[src/rtl/arp_cache_engine_macros.svh]
// Assertion macros shared by the ARP cache RTL.
// Relies on clk_i and rst_ni being present in the module that uses them.
`ifndef ARP_CACHE_ENGINE_MACROS_SVH
`define ARP_CACHE_ENGINE_MACROS_SVH

// same-cycle implication
`define ARPC_ASSERT_NOW(lbl, ante, cons, msg) \
  lbl: assert property (@(posedge clk_i) disable iff (!rst_ni) (ante) |-> (cons)) \
    else $error(msg);

// next-cycle implication
`define ARPC_ASSERT_NXT(lbl, ante, cons, msg) \
  lbl: assert property (@(posedge clk_i) disable iff (!rst_ni) (ante) |=> (cons)) \
    else $error(msg);

`endif

[src/rtl/arpc_pkg.sv]
// Shared types and constants of the ARP cache engine.
// No dependencies; imported by every ARP cache module.
`default_nettype none
package arpc_pkg;

  localparam int unsigned DefEntries = 32;
  localparam int unsigned IpW        = 32;
  localparam int unsigned MacW       = 48;
  localparam int unsigned TtlW       = 11;
  localparam int unsigned ExpW       = 6;
  localparam int unsigned CfgIdxW    = 3;

  localparam logic [IpW-1:0]  BcastIp    = '1;
  localparam logic [ExpW-1:0] ExpMax     = '1;
  localparam logic [TtlW-1:0] PendTtlRst = 11'd20;
  localparam logic [TtlW-1:0] EntTtlRst  = 11'd1200;

  typedef enum logic [1:0] {
    CMD_RESOLVE      = 2'd0,
    CMD_LEARN_ARP    = 2'd1,
    CMD_LEARN_DIRECT = 2'd2,
    CMD_TICK         = 2'd3
  } cmd_e;

  typedef enum logic [2:0] {
    ST_HIT    = 3'd0,
    ST_BCAST  = 3'd1,
    ST_REQ    = 3'd2,
    ST_NOTUS  = 3'd3,
    ST_UPD    = 3'd4,
    ST_INS    = 3'd5,
    ST_TICKED = 3'd6,
    ST_PEND   = 3'd7
  } status_e;

  typedef enum logic [CfgIdxW-1:0] {
    CFG_MY_IP       = 3'd0,
    CFG_NET_MASK    = 3'd1,
    CFG_MY_NET      = 3'd2,
    CFG_GATE_IP     = 3'd3,
    CFG_PENDING_TTL = 3'd4,
    CFG_ENTRY_TTL   = 3'd5
  } cfg_e;

  typedef enum logic [1:0] {
    MAC_ZERO = 2'd0,
    MAC_ONES = 2'd1,
    MAC_MEM  = 2'd2
  } mac_sel_e;

  typedef enum logic [2:0] {
    FSM_IDLE   = 3'd0,
    FSM_SCAN   = 3'd1,
    FSM_DRAIN  = 3'd2,
    FSM_DECIDE = 3'd3,
    FSM_FINISH = 3'd4
  } fsm_e;

  typedef struct packed {
    logic load;
    logic walk;
    logic decide;
    logic finish;
  } ctrl_cmd_t;

  typedef struct packed {
    logic need_walk;
    logic last_issue;
    logic out_free;
  } dp_stat_t;

endpackage
`default_nettype wire

[src/rtl/arpc_ctrl.sv]
// Sequencing state machine of the ARP cache engine.
// Uses arpc_pkg and the assertion macros header.
`default_nettype none
`include "arp_cache_engine_macros.svh"
module arpc_ctrl (
  input  wire                   clk_i,
  input  wire                   rst_ni,
  input  wire                   in_valid_i,
  output logic                  in_stall_o,
  input  arpc_pkg::dp_stat_t    stat_i,
  output arpc_pkg::ctrl_cmd_t   cmd_o
);
  import arpc_pkg::*;

  fsm_e state_q, state_d;

  always_ff @(posedge clk_i or negedge rst_ni) begin
    if (!rst_ni) begin
      state_q <= FSM_IDLE;
    end else begin
      state_q <= state_d;
    end
  end

  always_comb begin
    state_d = state_q;
    unique case (state_q)
      FSM_IDLE: begin
        if (in_valid_i) state_d = stat_i.need_walk ? FSM_SCAN : FSM_DECIDE;
      end
      FSM_SCAN: begin
        if (stat_i.last_issue) state_d = FSM_DRAIN;
      end
      FSM_DRAIN:  state_d = FSM_DECIDE;
      FSM_DECIDE: state_d = FSM_FINISH;
      FSM_FINISH: begin
        if (stat_i.out_free) state_d = FSM_IDLE;
      end
      default: state_d = FSM_IDLE;
    endcase
  end

  always_comb begin
    cmd_o      = '0;
    in_stall_o = 1'b1;
    unique case (state_q)
      FSM_IDLE: begin
        in_stall_o = 1'b0;
        cmd_o.load = in_valid_i;
      end
      FSM_SCAN:   cmd_o.walk   = 1'b1;
      FSM_DRAIN:  cmd_o.walk   = 1'b0;
      FSM_DECIDE: cmd_o.decide = 1'b1;
      FSM_FINISH: cmd_o.finish = stat_i.out_free;
      default:    cmd_o        = '0;
    endcase
  end

  `ARPC_ASSERT_NXT(a_load_leaves_idle, state_q == FSM_IDLE && in_valid_i, state_q != FSM_IDLE, "request accepted but controller stayed idle")
  `ARPC_ASSERT_NXT(a_drain_then_decide, state_q == FSM_DRAIN, state_q == FSM_DECIDE, "drain not followed by decision")
  `ARPC_ASSERT_NXT(a_finish_frees, state_q == FSM_FINISH && stat_i.out_free, state_q == FSM_IDLE, "result loaded but controller busy")

endmodule
`default_nettype wire

[src/rtl/arpc_dp.sv]
// Datapath of the ARP cache engine: config registers, entry stores, walk and result.
// Uses arpc_pkg; driven by arpc_ctrl commands.
`default_nettype none
`include "arp_cache_engine_macros.svh"
module arpc_dp #(
  parameter int unsigned ENTRIES = arpc_pkg::DefEntries
) (
  input  wire                                 clk_i,
  input  wire                                 rst_ni,
  input  wire  [1:0]                          command_i,
  input  wire  [arpc_pkg::IpW-1:0]            ip_addr_i,
  input  wire  [arpc_pkg::MacW-1:0]           mac_addr_i,
  input  wire  [arpc_pkg::IpW-1:0]            arp_tpa_i,
  input  wire                                 is_request_i,
  input  wire                                 cfg_we_i,
  input  wire  [arpc_pkg::CfgIdxW-1:0]        cfg_index_i,
  input  wire  [arpc_pkg::IpW-1:0]            cfg_data_i,
  input  wire                                 out_stall_i,
  output logic                                out_valid_o,
  output logic [2:0]                          status_o,
  output logic [arpc_pkg::MacW-1:0]           mac_out_o,
  output logic [arpc_pkg::IpW-1:0]            next_hop_o,
  output logic                                reply_needed_o,
  output logic                                release_queued_o,
  output logic [arpc_pkg::ExpW-1:0]           expired_count_o,
  input  arpc_pkg::ctrl_cmd_t                 cmd_i,
  output arpc_pkg::dp_stat_t                  stat_o
);
  import arpc_pkg::*;

  localparam int unsigned IdxW = (ENTRIES > 1) ? $clog2(ENTRIES) : 1;
  localparam logic [IdxW-1:0] LastIdx = IdxW'(ENTRIES - 1);

  logic [IpW-1:0]  my_ip_q, net_mask_q, my_net_q, gate_ip_q;
  logic [TtlW-1:0] pend_ttl_q, ent_ttl_q;

  always_ff @(posedge clk_i or negedge rst_ni) begin
    if (!rst_ni) begin
      my_ip_q    <= '0;
      net_mask_q <= '0;
      my_net_q   <= '0;
      gate_ip_q  <= '0;
      pend_ttl_q <= PendTtlRst;
      ent_ttl_q  <= EntTtlRst;
    end else if (cfg_we_i) begin
      unique case (cfg_index_i)
        CFG_MY_IP:       my_ip_q    <= cfg_data_i;
        CFG_NET_MASK:    net_mask_q <= cfg_data_i;
        CFG_MY_NET:      my_net_q   <= cfg_data_i;
        CFG_GATE_IP:     gate_ip_q  <= cfg_data_i;
        CFG_PENDING_TTL: pend_ttl_q <= cfg_data_i[TtlW-1:0];
        CFG_ENTRY_TTL:   ent_ttl_q  <= cfg_data_i[TtlW-1:0];
        default: ;
      endcase
    end
  end

  cmd_e           in_cmd;
  logic [IpW-1:0] in_hop;
  logic           need_walk;
  assign in_cmd = cmd_e'(command_i);

  always_comb begin
    in_hop = ip_addr_i;
    need_walk = 1'b1;
    case (in_cmd)
      CMD_RESOLVE: begin
        if (ip_addr_i == BcastIp) begin
          need_walk = 1'b0;
        end else if ((ip_addr_i & net_mask_q) != my_net_q) begin
          in_hop = gate_ip_q;
        end
      end
      CMD_TICK: in_hop = '0;
      default: begin
        if ((in_cmd == CMD_LEARN_ARP && arp_tpa_i != my_ip_q) || ip_addr_i == '0)
          need_walk = 1'b0;
      end
    endcase
  end

  cmd_e           cmd_q;
  logic [IpW-1:0] ip_q, tgt_q, hop_q;
  logic [MacW-1:0] mac_q;
  logic           req_q;

  always_ff @(posedge clk_i) begin
    if (cmd_i.load) begin
      cmd_q <= in_cmd;
      ip_q  <= ip_addr_i;
      tgt_q <= arp_tpa_i;
      hop_q <= in_hop;
      mac_q <= mac_addr_i;
      req_q <= is_request_i;
    end
  end

  logic [IpW-1:0]  ip_mem  [ENTRIES];
  logic [TtlW-1:0] ttl_mem [ENTRIES];
  logic [MacW-1:0] mac_mem [ENTRIES];
  logic [ENTRIES-1:0] wr_q, pend_q, val_q;

  logic [IdxW-1:0] rd_idx_q, rd_at_q;
  logic            rd_v_q, rd_wr_q, rd_pend_q, rd_val_q;
  logic [IpW-1:0]  rd_ip_raw;
  logic [TtlW-1:0] rd_ttl_raw;
  logic [MacW-1:0] mac_rd_q;
  logic [IpW-1:0]  rd_ip;
  logic [TtlW-1:0] rd_ttl;

  logic            match_q, free_q;
  logic [IdxW-1:0] match_idx_q, free_idx_q, vic_idx_q;
  logic [TtlW-1:0] vic_ttl_q;
  logic [ExpW-1:0] exp_q;

  assign rd_ip  = rd_wr_q ? rd_ip_raw : '0;
  assign rd_ttl = rd_wr_q ? rd_ttl_raw : '0;

  logic            ip_we, ttl_we, mac_we, flag_we;
  logic [IdxW-1:0] w_idx;
  logic [IpW-1:0]  w_ip;
  logic [TtlW-1:0] w_ttl;
  logic            w_pend, w_val;
  logic            tick_free;
  logic [IdxW-1:0] alloc_idx;

  status_e  res_status;
  mac_sel_e res_sel;
  logic     res_reply, res_release;

  assign alloc_idx = free_q ? free_idx_q : vic_idx_q;

  always_comb begin
    ip_we = 1'b0; ttl_we = 1'b0; mac_we = 1'b0; flag_we = 1'b0;
    w_idx = rd_at_q; w_ip = '0; w_ttl = '0; w_pend = 1'b0; w_val = 1'b0;
    tick_free = 1'b0;
    res_status = ST_NOTUS; res_sel = MAC_ZERO; res_reply = 1'b0; res_release = 1'b0;
    if (rd_v_q && cmd_q == CMD_TICK && rd_ip != '0) begin
      if (rd_ttl != '0) begin
        ttl_we = 1'b1;
        w_ttl  = rd_ttl - 1'b1;
      end else begin
        ip_we     = 1'b1;
        ttl_we    = 1'b1;
        flag_we   = 1'b1;
        tick_free = 1'b1;
      end
    end
    case (cmd_q)
      CMD_RESOLVE: begin
        if (ip_q == BcastIp) begin
          res_status = ST_BCAST;
          res_sel    = MAC_ONES;
        end else if (match_q) begin
          if (pend_q[match_idx_q]) begin
            res_status = ST_PEND;
          end else begin
            res_status = ST_HIT;
            res_sel    = MAC_MEM;
          end
        end else begin
          res_status = ST_REQ;
          if (cmd_i.decide && hop_q != '0) begin
            ip_we = 1'b1; ttl_we = 1'b1; flag_we = 1'b1;
            w_idx = alloc_idx; w_ip = hop_q; w_ttl = pend_ttl_q; w_pend = 1'b1;
          end
        end
      end
      CMD_TICK: res_status = ST_TICKED;
      default: begin
        if (!(cmd_q == CMD_LEARN_ARP && tgt_q != my_ip_q)) begin
          res_reply = (cmd_q == CMD_LEARN_ARP) && req_q;
          if (ip_q != '0) begin
            if (match_q) begin
              res_status  = ST_UPD;
              res_release = pend_q[match_idx_q];
              if (cmd_i.decide) begin
                ttl_we = 1'b1; mac_we = 1'b1; flag_we = 1'b1;
                w_idx = match_idx_q; w_ttl = ent_ttl_q; w_val = 1'b1;
              end
            end else begin
              res_status = ST_INS;
              if (cmd_i.decide) begin
                ip_we = 1'b1; ttl_we = 1'b1; mac_we = 1'b1; flag_we = 1'b1;
                w_idx = alloc_idx; w_ip = ip_q; w_ttl = ent_ttl_q;
              end
            end
          end
        end
      end
    endcase
  end

  always_ff @(posedge clk_i) begin
    if (ip_we)  ip_mem[w_idx]  <= w_ip;
    if (ttl_we) ttl_mem[w_idx] <= w_ttl;
    if (mac_we) mac_mem[w_idx] <= mac_q;
    rd_ip_raw  <= ip_mem[rd_idx_q];
    rd_ttl_raw <= ttl_mem[rd_idx_q];
    mac_rd_q   <= mac_mem[match_idx_q];
    rd_at_q    <= rd_idx_q;
  end

  always_ff @(posedge clk_i or negedge rst_ni) begin
    if (!rst_ni) begin
      wr_q      <= '0;
      pend_q    <= '0;
      val_q     <= '0;
      rd_idx_q  <= '0;
      rd_v_q    <= 1'b0;
      rd_wr_q   <= 1'b0;
      rd_pend_q <= 1'b0;
      rd_val_q  <= 1'b0;
    end else begin
      if (ip_we) wr_q[w_idx] <= 1'b1;
      if (flag_we) begin
        pend_q[w_idx] <= w_pend;
        val_q[w_idx]  <= w_val;
      end
      rd_v_q    <= cmd_i.walk;
      rd_wr_q   <= wr_q[rd_idx_q];
      rd_pend_q <= pend_q[rd_idx_q];
      rd_val_q  <= val_q[rd_idx_q];
      if (cmd_i.load) begin
        rd_idx_q <= '0;
      end else if (cmd_i.walk) begin
        rd_idx_q <= rd_idx_q + 1'b1;
      end
    end
  end

  always_ff @(posedge clk_i or negedge rst_ni) begin
    if (!rst_ni) begin
      match_q <= 1'b0;
      free_q  <= 1'b0;
      exp_q   <= '0;
    end else if (cmd_i.load) begin
      match_q <= 1'b0;
      free_q  <= 1'b0;
      exp_q   <= '0;
    end else if (rd_v_q) begin
      if (!match_q && hop_q != '0 && rd_ip == hop_q) begin
        match_q     <= 1'b1;
        match_idx_q <= rd_at_q;
      end
      if (!free_q && rd_ip == '0) begin
        free_q     <= 1'b1;
        free_idx_q <= rd_at_q;
      end
      if (rd_at_q == '0) begin
        vic_idx_q <= '0;
        vic_ttl_q <= rd_ttl;
      end else if ((rd_pend_q || rd_val_q) && rd_ttl < vic_ttl_q) begin
        vic_idx_q <= rd_at_q;
        vic_ttl_q <= rd_ttl;
      end
      if (tick_free && exp_q != ExpMax) exp_q <= exp_q + 1'b1;
    end
  end

  status_e  res_status_q;
  mac_sel_e res_sel_q;
  logic     res_reply_q, res_release_q;
  logic     out_valid_q;

  always_ff @(posedge clk_i) begin
    if (cmd_i.decide) begin
      res_status_q  <= res_status;
      res_sel_q     <= res_sel;
      res_reply_q   <= res_reply;
      res_release_q <= res_release;
    end
  end

  assign stat_o = '{
    need_walk:  need_walk,
    last_issue: (rd_idx_q == LastIdx),
    out_free:   (!out_valid_q || !out_stall_i)
  };

  always_ff @(posedge clk_i or negedge rst_ni) begin
    if (!rst_ni) begin
      out_valid_q <= 1'b0;
    end else if (cmd_i.finish) begin
      out_valid_q <= 1'b1;
    end else if (!out_stall_i) begin
      out_valid_q <= 1'b0;
    end
  end

  always_ff @(posedge clk_i) begin
    if (cmd_i.finish) begin
      status_o         <= res_status_q;
      next_hop_o       <= hop_q;
      reply_needed_o   <= res_reply_q;
      release_queued_o <= res_release_q;
      expired_count_o  <= exp_q;
      case (res_sel_q)
        MAC_ONES: mac_out_o <= '1;
        MAC_MEM:  mac_out_o <= mac_rd_q;
        default:  mac_out_o <= '0;
      endcase
    end
  end

  assign out_valid_o = out_valid_q;

  `ARPC_ASSERT_NOW(a_no_double_write, rd_v_q && cmd_q == CMD_TICK, !cmd_i.decide, "tick write collides with decision write")
  `ARPC_ASSERT_NXT(a_free_sets_written, ip_we, wr_q[$past(w_idx)], "written entry not marked")
  `ARPC_ASSERT_NXT(a_out_held, out_valid_q && out_stall_i, out_valid_q && $stable(status_o), "stalled result changed")

endmodule
`default_nettype wire

[src/rtl/arp_cache_engine.sv]
// ARP cache engine top level: controller plus datapath.
// Uses arpc_pkg, arpc_ctrl and arpc_dp.
//
// Requests enter on in_valid_i/in_stall_o carrying command_i, ip_addr_i,
// mac_addr_i, arp_tpa_i and is_request_i; one result per request leaves on
// out_valid_o/out_stall_i. Registers are written on cfg_valid_i/cfg_ready_o,
// cfg_ready_o is always high; write them only while the block is idle.
// Resolve, learn and tick walk every cache entry once, one entry per cycle
// through the entry store read port, then drain the read register and decide
// before the result register is loaded. Broadcast resolves, learns not for
// this host and learns with a zero sender skip the walk and go to the decision.
// One request is in flight at a time; the next is accepted the cycle after
// the result is loaded, even while that result still waits downstream.
// A stalled result holds in the output register; a finished request waits
// for the register to free before it is loaded.
// Reset empties the cache at once (per-entry written bits) and loads
// pending_ttl 20 and entry_ttl 1200; other registers reset to zero.
`default_nettype none
module arp_cache_engine #(
  parameter int unsigned ENTRIES = arpc_pkg::DefEntries
) (
  input  wire                              clk_i,
  input  wire                              rst_ni,
  input  wire                              in_valid_i,
  output logic                             in_stall_o,
  input  wire  [1:0]                       command_i,
  input  wire  [arpc_pkg::IpW-1:0]         ip_addr_i,
  input  wire  [arpc_pkg::MacW-1:0]        mac_addr_i,
  input  wire  [arpc_pkg::IpW-1:0]         arp_tpa_i,
  input  wire                              is_request_i,
  output logic                             out_valid_o,
  input  wire                              out_stall_i,
  output logic [2:0]                       status_o,
  output logic [arpc_pkg::MacW-1:0]        mac_out_o,
  output logic [arpc_pkg::IpW-1:0]         next_hop_o,
  output logic                             reply_needed_o,
  output logic                             release_queued_o,
  output logic [arpc_pkg::ExpW-1:0]        expired_count_o,
  input  wire                              cfg_valid_i,
  output logic                             cfg_ready_o,
  input  wire  [arpc_pkg::CfgIdxW-1:0]     cfg_index_i,
  input  wire  [arpc_pkg::IpW-1:0]         cfg_data_i
);
  import arpc_pkg::*;

  ctrl_cmd_t cmd;
  dp_stat_t  stat;

  assign cfg_ready_o = 1'b1;

  arpc_ctrl u_ctrl (
    .clk_i      (clk_i),
    .rst_ni     (rst_ni),
    .in_valid_i (in_valid_i),
    .in_stall_o (in_stall_o),
    .stat_i     (stat),
    .cmd_o      (cmd)
  );

  arpc_dp #(
    .ENTRIES (ENTRIES)
  ) u_dp (
    .clk_i            (clk_i),
    .rst_ni           (rst_ni),
    .command_i        (command_i),
    .ip_addr_i        (ip_addr_i),
    .mac_addr_i       (mac_addr_i),
    .arp_tpa_i        (arp_tpa_i),
    .is_request_i     (is_request_i),
    .cfg_we_i         (cfg_valid_i & cfg_ready_o),
    .cfg_index_i      (cfg_index_i),
    .cfg_data_i       (cfg_data_i),
    .out_stall_i      (out_stall_i),
    .out_valid_o      (out_valid_o),
    .status_o         (status_o),
    .mac_out_o        (mac_out_o),
    .next_hop_o       (next_hop_o),
    .reply_needed_o   (reply_needed_o),
    .release_queued_o (release_queued_o),
    .expired_count_o  (expired_count_o),
    .cmd_i            (cmd),
    .stat_o           (stat)
  );

endmodule
`default_nettype wire

[config.mk]
export PLATFORM = sky130hd
export DESIGN_NAME = arp_cache_engine
export DESIGN_NICKNAME = d
export VERILOG_FILES = /design/src/rtl/arpc_pkg.sv /design/src/rtl/arpc_ctrl.sv /design/src/rtl/arpc_dp.sv /design/src/rtl/arp_cache_engine.sv
export VERILOG_INCLUDE_DIRS = /design/src /design/src/rtl
export SDC_FILE = /design/constraint.sdc
export NUM_CORES = 2
export LEC_CHECK = 0
export BUFFER_PORTS_ARGS = -buffer_cell sky130_fd_sc_hd__clkbuf_2
export CAP_MARGIN = 20
export CORE_ASPECT_RATIO = 1.4
export CORE_MARGIN = 2
export CORE_UTILIZATION = 25
export CTS_CLUSTER_DIAMETER = 30
export DETAILED_ROUTE_END_ITERATION = 8
export HOLD_SLACK_MARGIN = 0.02
export PLACE_DENSITY = 0.51
export SLEW_MARGIN = 10
export SYNTH_ARGS = -nofsm -noshare
export SYNTH_HDL_FRONTEND = slang
export SYNTH_SLANG_ARGS = --single-unit
[constraint.sdc]
create_clock -name clk_i -period 7.25 [get_ports clk_i]
set_clock_uncertainty 0.15 [all_clocks]
set_input_delay 1.45 -clock clk_i [delete_from_list [all_inputs] [get_ports clk_i]]
set_output_delay 1.45 -clock clk_i [all_outputs]
set_load 0.02 [all_outputs]
# After elaboration in Yosys (flattened, before gate mapping)
# Memory sizes are Yosys's and may differ from the RTL's. A register that Yosys moved wholly into a read port is not among the register bits.
# Cells that the tools add are included.
[totals]
ff_bits = 543
output_inout_bits = 94
memories = 3
wordCells = 261
in_bits = 155
mem_bits_rw = 2912
[op_classes]
n_eq_ne = 27
n_lt_le_gt_ge = 5
muxes = 123
n_reduce_logical = 53
n_addsub = 3
bitwise = 6
[memory_table]
columns = ["name", "depth", "width", "rd", "rd_clocked_by_memory_dff", "write_ports", "line_no", "text"]
rows = [
  ["u_dp.mac_mem", 32, 48, 1, 1, 1, "arpc_dp.sv:100", "logic [MacW-1:0] mac_mem [ENTRIES];"],
  ["u_dp.ip_mem", 32, 32, 1, 1, 1, "arpc_dp.sv:98", "logic [IpW-1:0] ip_mem [ENTRIES];"],
  ["u_dp.ttl_mem", 32, 11, 1, 1, 1, "arpc_dp.sv:99", "logic [TtlW-1:0] ttl_mem [ENTRIES];"],
]
[op_table]
columns = ["cell", "count"]
rows = [
  ["32-bit two-way mux", 10],
  ["32-bit case mux with 2 select lines", 2],
  ["11-bit two-way mux", 11],
  ["32-bit inequality test", 3],
  ["48-bit case mux with 2 select lines", 1],
  ["32-bit nonzero test", 3],
  ["32-bit bitwise mux", 2],
  ["32-bit == test (second input constant)", 2],
  ["32-bit logical NOT", 2],
  ["5-bit two-way mux", 12],
  ["1-bit two-way mux", 59],
  ["32-bit bitwise AND", 1],
  ["32-bit == test", 1],
  ["32-bit bitwise OR", 1],
  ["3-bit two-way mux", 8],
  ["11-bit case mux with 2 select lines", 1],
  ["1-bit binary-select mux with 5-bit select", 4],
  ["5-bit by 6-bit less-than comparator with 1-bit output (second input constant)", 3],
  ["6-bit two-way mux", 3],
  ["2-bit AND reduction", 9],
  ["3-bit case mux with 5 select lines", 1],
  ["3-bit by 2-bit == test with 1-bit output (second input constant)", 4],
  ["1-bit logical AND", 12],
  ["4-bit AND reduction", 3],
  ["other kinds (30)", 59],
]

# Logic depth before layout (Yosys ltp)
[logic_depth]
word_depth = 12
ltp_mapped = 14
mapped_depth_nobuf = 10

# Cells and area by module
# A second synthesis with hierarchy kept.
[unflattened]
hier_cells = 6079
area_unflattened_um2 = 136372.0
[modules_own_cells]
columns = ["mod", "seq_area_each_um2", "instances", "cells_per_inst", "area_per_inst_um2"]
rows = [
  ["arpc_dp", 104117.4, 1, 6060, 136189.4],
  ["arpc_ctrl", 75.1, 1, 17, 171.4],
  ["arp_cache_engine", 0.0, 1, 2, 11.3],
]

# Worst setup path before layout
# OpenSTA, ideal clock, no wires.
[synth_timing]
path_kind = "in2reg"
from = "in out_stall_i"
to = "reg u_dp.expired_count_o[0] (netlist bit) (enable)"
cell_stages = 1
path_slack_ps = 661
t_required_ps = 6529
t_arrival_ps = 5868
cell_sequence = "a21oi_1"
[synth_between]
elab_chain_len = 3
[synth_rtl]
columns = ["item", "line_no", "text"]
rows = [
  ["start, declared", "arp_cache_engine.sv:32", "input wire out_stall_i,"],
  ["1-bit logical NOT", "arpc_dp.sv:278", "out_free: (!out_valid_q || !out_stall_i)"],
  ["1-bit logical OR", "arpc_dp.sv:278", ""],
  ["1-bit two-way mux", "arpc_ctrl.sv:46", "unique case (state_q)"],
  ["end signal, assigned", "arpc_dp.sv:297", "expired_count_o <= exp_q;"],
  ["end, declared", "arpc_dp.sv:25", "output logic [arpc_pkg::ExpW-1:0] expired_count_o,"],
]
# Every way passes these cells.
# A chain may end at the register's enable or synchronous reset.

# Worst setup path in the final report
[layout_timing]
from = "reg u_dp.tgt_q[14]"
to = "mem u_dp.ip_mem[5][14] (enable)"
[layout_between]
elab_chain_len = 6
word_cells_on_any_way = 8
classes_between = "1 x eq/ne; 6 x mux; 1 x reduce/logical"
[layout_rtl]
columns = ["item", "line_no", "text"]
rows = [
  ["start, declared", "arpc_dp.sv:83", "logic [IpW-1:0] ip_q, tgt_q, hop_q;"],
  ["start signal, assigned", "arpc_dp.sv:91", "tgt_q <= arp_tpa_i;"],
  ["32-bit inequality test (*)", "arpc_dp.sv:171", "if (!(cmd_q == CMD_LEARN_ARP && tgt_q != my_ip_q)) begin"],
  ["1-bit logical AND (*)", "arpc_dp.sv:171", ""],
  ["1-bit two-way mux", "arpc_dp.sv:171", ""],
  ["1-bit case mux with 2 select lines", "arpc_dp.sv:149", "case (cmd_q)"],
  ["1-bit two-way mux", "arpc_dp.sv:195", "if (ip_we) ip_mem[w_idx] <= w_ip;"],
  ["1-bit two-way mux (implied by the code)", "arpc_dp.sv:195", ""],
  ["end, declared", "arpc_dp.sv:98", ""],
]
# Every way passes the cells marked *; elsewhere a longest branch is shown, timed or not.

==> summary.txt <==
Worst hold path
  – Hold endpoint: u_dp.status_o[0]
  – Hold path startpoint: u_dp.res_status_q[0]
  – Worst Hold Path Cells: 0
  – Worst min-delay path category: reg2reg

Setup path
  – Data required, critical path: slightly below 8 ns
  – Crit path arrival time: 6.28 ns
  – Worst setup path startpoint: u_dp.tgt_q[14]
  – Critical path startpoint category: register
  – Worst R2R Path Depth: 9
  – Worst Path Max Fanout: 19
  – Biggest cell delay along the critical path: 1.01 ns
  – Nature of the critical path endpoint: register
  – Worst flop-to-flop path startpoint: u_dp.tgt_q[14]
  – Total buffers and inverters traversed by the critical path: 1
  – Critical path type: reg2reg
  – Cell-by-cell trace of the critical path: xor2_1 -> nor4_1 -> nand4_1 -> o21a_1 -> or4_1 -> o21ai_2 -> nand3b_1 -> nor2_4 -> buf_12
  – Slowest library cell on the worst path: sky130_fd_sc_hd__or4_1
  – Worst path top cell family by delay: simple AND/OR/NAND/NOR gates
  – Flop-to-flop setup slack: ~1.6 ns
  – Critical R2R Capture: u_dp.ip_mem[5][14]

Synth
  – Mapped cell area: between 100000 and 150000 µm²
  – Net count after synthesis: approximately 6300
  – Count of warnings emitted by yosys: 0
  – Share of the synthesized area in the top cell type: between 70% and 80%
  – Post-synth top area cell: sky130_fd_sc_hd__edfxtp_1
  – Leading cell types by total area after synthesis: sky130_fd_sc_hd__edfxtp_1, sky130_fd_sc_hd__mux4_2, sky130_fd_sc_hd__dfrtp_1
  – Synth async-reset ratio: about 7.5%
  – Count of flip-flops with a built-in enable after synthesis: roughly 3200
  – Dominant synthesized flop cell: sky130_fd_sc_hd__edfxtp_1
  – Sequential-to-total area share from yosys stat: between 70% and 80%
  – Top cells by instance count after synthesis: sky130_fd_sc_hd__edfxtp_1, sky130_fd_sc_hd__mux4_2, sky130_fd_sc_hd__mux2_2, sky130_fd_sc_hd__dfrtp_1, sky130_fd_sc_hd__clkbuf_1
  – Average size of a mapped cell: roughly 22 µm²
  – Synthesized instance count: ~6000
  – Distinct cells, synth: ~80
  – Library cell with the highest instance count after synthesis: sky130_fd_sc_hd__edfxtp_1
  – Post-synthesis sequential element count: around 3500

Placed design
  – DP HPWL: about 240 mm
  – Routability cong.: 0.823
  – Port buffer count: 247

CTS
  – Clock latency at the later pin of the worst-skew pair: 1.06 ns
  – Clock sink count: 3546
  – CTS-repair resized insts: 0
  – Longest Clk Path Bufs: 4
  – Level count of the clock H-tree: 6
  – Clock-pin slew on the worst setup and hold paths: approximately 0.06 ns
  – Buffer count from post-CTS setup fixing: 0
  – Post-cts hold buffer count: 0
  – TritonCTS clock tree: yes
  – CTS Root Cell: sky130_fd_sc_hd__clkbuf_16
  – CTS buffer count: between 500 and 600

Drt
  – Number of vias in the routed layout: between 60000 and 70000
  – Final routed wirelength across all metal layers: between 300 and 400 mm
  – Antenna violation net count after detailed routing: 0
  – Vias per Instance: ~4.5
  – Remaining routing DRC violations: 0
  – Detailed-routing iteration count for the pre-antenna-repair pass: 5
  – Violation count after the first detailed-routing iteration: ~6200
  – Mean routed wirelength per cell: around 27 µm

GRT
  – GRT Total Usage: between 10% and 20%
  – Wire length of the first global-routing pass: about 550 mm
  – Pin count of the biggest net entering global routing: ~120
  – Total grt overflow: 0
  – Via count of the first global-routing pass: ~70000
  – Antenna violations before repair: 41

Timing
  – Slew @ Worst Pin: 1.14 ns
  – Max-slew headroom at the worst pin: between 20% and 30%
  – Max Clock Freq: 0.176 GHz
  – Final-report max-slew violation count: 0
  – Share of the clock period used by the worst path: between 70% and 80%
  – Final hold violation count: 0
  – Post-layout min period: approximately 5.7 ns
  – Setup-failing EPs final: 0
  – Setup repair after global routing missed its margin: no
  – Final setup TNS: 0 ns

Floorplan
  – Number of standard-cell rows in the floorplan: 320
  – DIE WIDTH: 628 µm
  – Die height: just under 900 µm
  – Effective utilization at floorplan: 25.1%
  – Number of primary I/O pins: approximately 250
  – Total Die Area: 551000 µm²
  – Core Area: 543000 µm²

Power and ir drop
  – Peak supply drop: between 0.2 and 0.3 mV
  – Static leakage power: 54.9 nW
  – Share of total power consumed by net switching: 26.2%
  – Total Power Consumption: about 0.061 W
  – Clock share of power: 46.7%
  – Pwr Density: 358 nW/µm²
  – Net Switching: approximately 0.016 W
  – Register share of total power: slightly above 40%
  – Comb pwr share: approximately an eighth
  – Internal power of the cells: between 0.04 and 0.05 W

Final layout
  – Number of nets in the layout: approximately 7000
  – Fraction of layout cells with a size suffix above 1: 38.7%
  – Area Overhead vs Synth: 23.9%
  – FILL cells: 51600

Job
  – Max-Cap Viols: 0

Outcome
  – Outcome: finished clean
flip-flops by register name (all words and copies together), names as in the netlist, 32 cells and up:
register and flops:
u_dp.val_q 32, u_dp.mac_out_o 48, u_dp.my_ip_q 32, u_dp.mac_mem 1536
u_dp.net_mask_q 32, u_dp.mac_q 48, u_dp.rd_ip_raw 32, u_dp.my_net_q 32
u_dp.tgt_q 32, u_dp.mac_rd_q 48, u_dp.wr_q 32, u_dp.ip_q 32
u_dp.next_hop_o 32, u_dp.ttl_mem 352, u_dp.hop_q 32, u_dp.gate_ip_q 32
u_dp.pend_q 32, u_dp.ip_mem 1024
cells in the final DEF (no fill, tap or decap), types with 56 or more instances in the layout:
master / Yosys / layout
sky130_fd_sc_hd__a21oi_1: 63 / 61
sky130_fd_sc_hd__a22o_1: 68 / 56
sky130_fd_sc_hd__buf_4: 1 / 165
sky130_fd_sc_hd__bufinv_16: 0 / 75
sky130_fd_sc_hd__clkbuf_16: 0 / 578
sky130_fd_sc_hd__clkbuf_2: 0 / 246
sky130_fd_sc_hd__clkinv_2: 0 / 57
sky130_fd_sc_hd__clkinvlp_4: 0 / 67
sky130_fd_sc_hd__dfrtp_1: 261 / 255
sky130_fd_sc_hd__dfxtp_1: 96 / 96
sky130_fd_sc_hd__edfxtp_1: 3183 / 3183
sky130_fd_sc_hd__inv_6: 0 / 63
sky130_fd_sc_hd__mux2_2: 281 / 281
sky130_fd_sc_hd__mux4_2: 950 / 950
sky130_fd_sc_hd__nand2_1: 81 / 81
sky130_fd_sc_hd__nor2_1: 190 / 134
sky130_fd_sc_hd__nor4_1: 62 / 62
sky130_fd_sc_hd__xor2_1: 72 / 72
cell families (layout without fill, tap and decap cells):
kind of cell / after synthesis / count (layout) / share of synthesized area [%]
adders and majority gates: 20 / 20 / 0.182
DFF: 3546 / 3546 / 76.5
muxes: 1270 / 1270 / 18.3
AOI/OAI and AO/OA: 252 / 252 / 1.33
buffers and inverters: 359 / 1569 / 0.997
other: 1 / 28 / 0.00275
and+or+nand+nor: 530 / 530 / 1.93
xor gates and xnor gates: 115 / 115 / 0.739
routing by layer:
layer / part of all wire, % / track usage (%) / wire length (µm) / vias to the layer above
li1: - / - / - / 27200
met1: 38 / 16.3 / 149000 / 36100
met2: 54 / 25.5 / 210000 / 2146
met3: 5.2 / 2.23 / 20400 / 693
met4: 3.2 / 4.37 / 12600 / 8
met5: 0.014 / 0 / 54 / -
area by class of cell:
type                    instances  area [µm²]  share of cell area (%)
flip-flops and latches       3546      104000                    61.7
multi-input cells            2188       31300                    18.5
clock buffers                 621       14700                    8.70
well taps                    7245        9060                    5.37
clock inverters               436        5610                    3.32
repair buffers                470        3710                    2.20
inverters                      42         165                  0.0978
diodes                         27        67.6                  0.0400
metrics by stage:
stage | hold slack, ns | cells | area (µm²) | setup slack (ns) | utilization (%)
6_report | 0.270 | 14600 | 169000 | 1.57 | 31.1
2_1_floorplan | 0.195 | 6093 | 136000 | 0.661 | -
3_3_place_gp | 0.286 | 13500 | 148000 | 1.44 | 27.2
4_1_cts | 0.239 | 14500 | 168000 | 1.43 | 31.0
3_5_place_dp | 0.266 | 13500 | 148000 | 1.43 | 27.3
5_1_grt | 0.269 | 14600 | 169000 | 1.36 | 31.1
how the worst max path moves through the flow:
stage,to,cells past startpoint
final,u_dp.ip_mem[5][14],9
after detailed placement,u_dp.ip_mem[5][15],9
after global placement,u_dp.ip_mem[5][21],9
after global routing,u_dp.ip_mem[5][27],9
after CTS,u_dp.ip_mem[5][5],9
after floorplan,u_dp.expired_count_o[0],1
power groups by stage:
stage | registers [W] | logic [W] | clock network (W)
floorplan | 0.0246 | 0.00486 | 0
global placement | 0.0252 | 0.00749 | 0
detailed placement | 0.0252 | 0.00756 | 0
CTS | 0.0248 | 0.00759 | 0.0288
global route | 0.0248 | 0.00807 | 0.0296
finish | 0.0247 | 0.00760 | 0.0282
(Power assumes the default switching activity.)
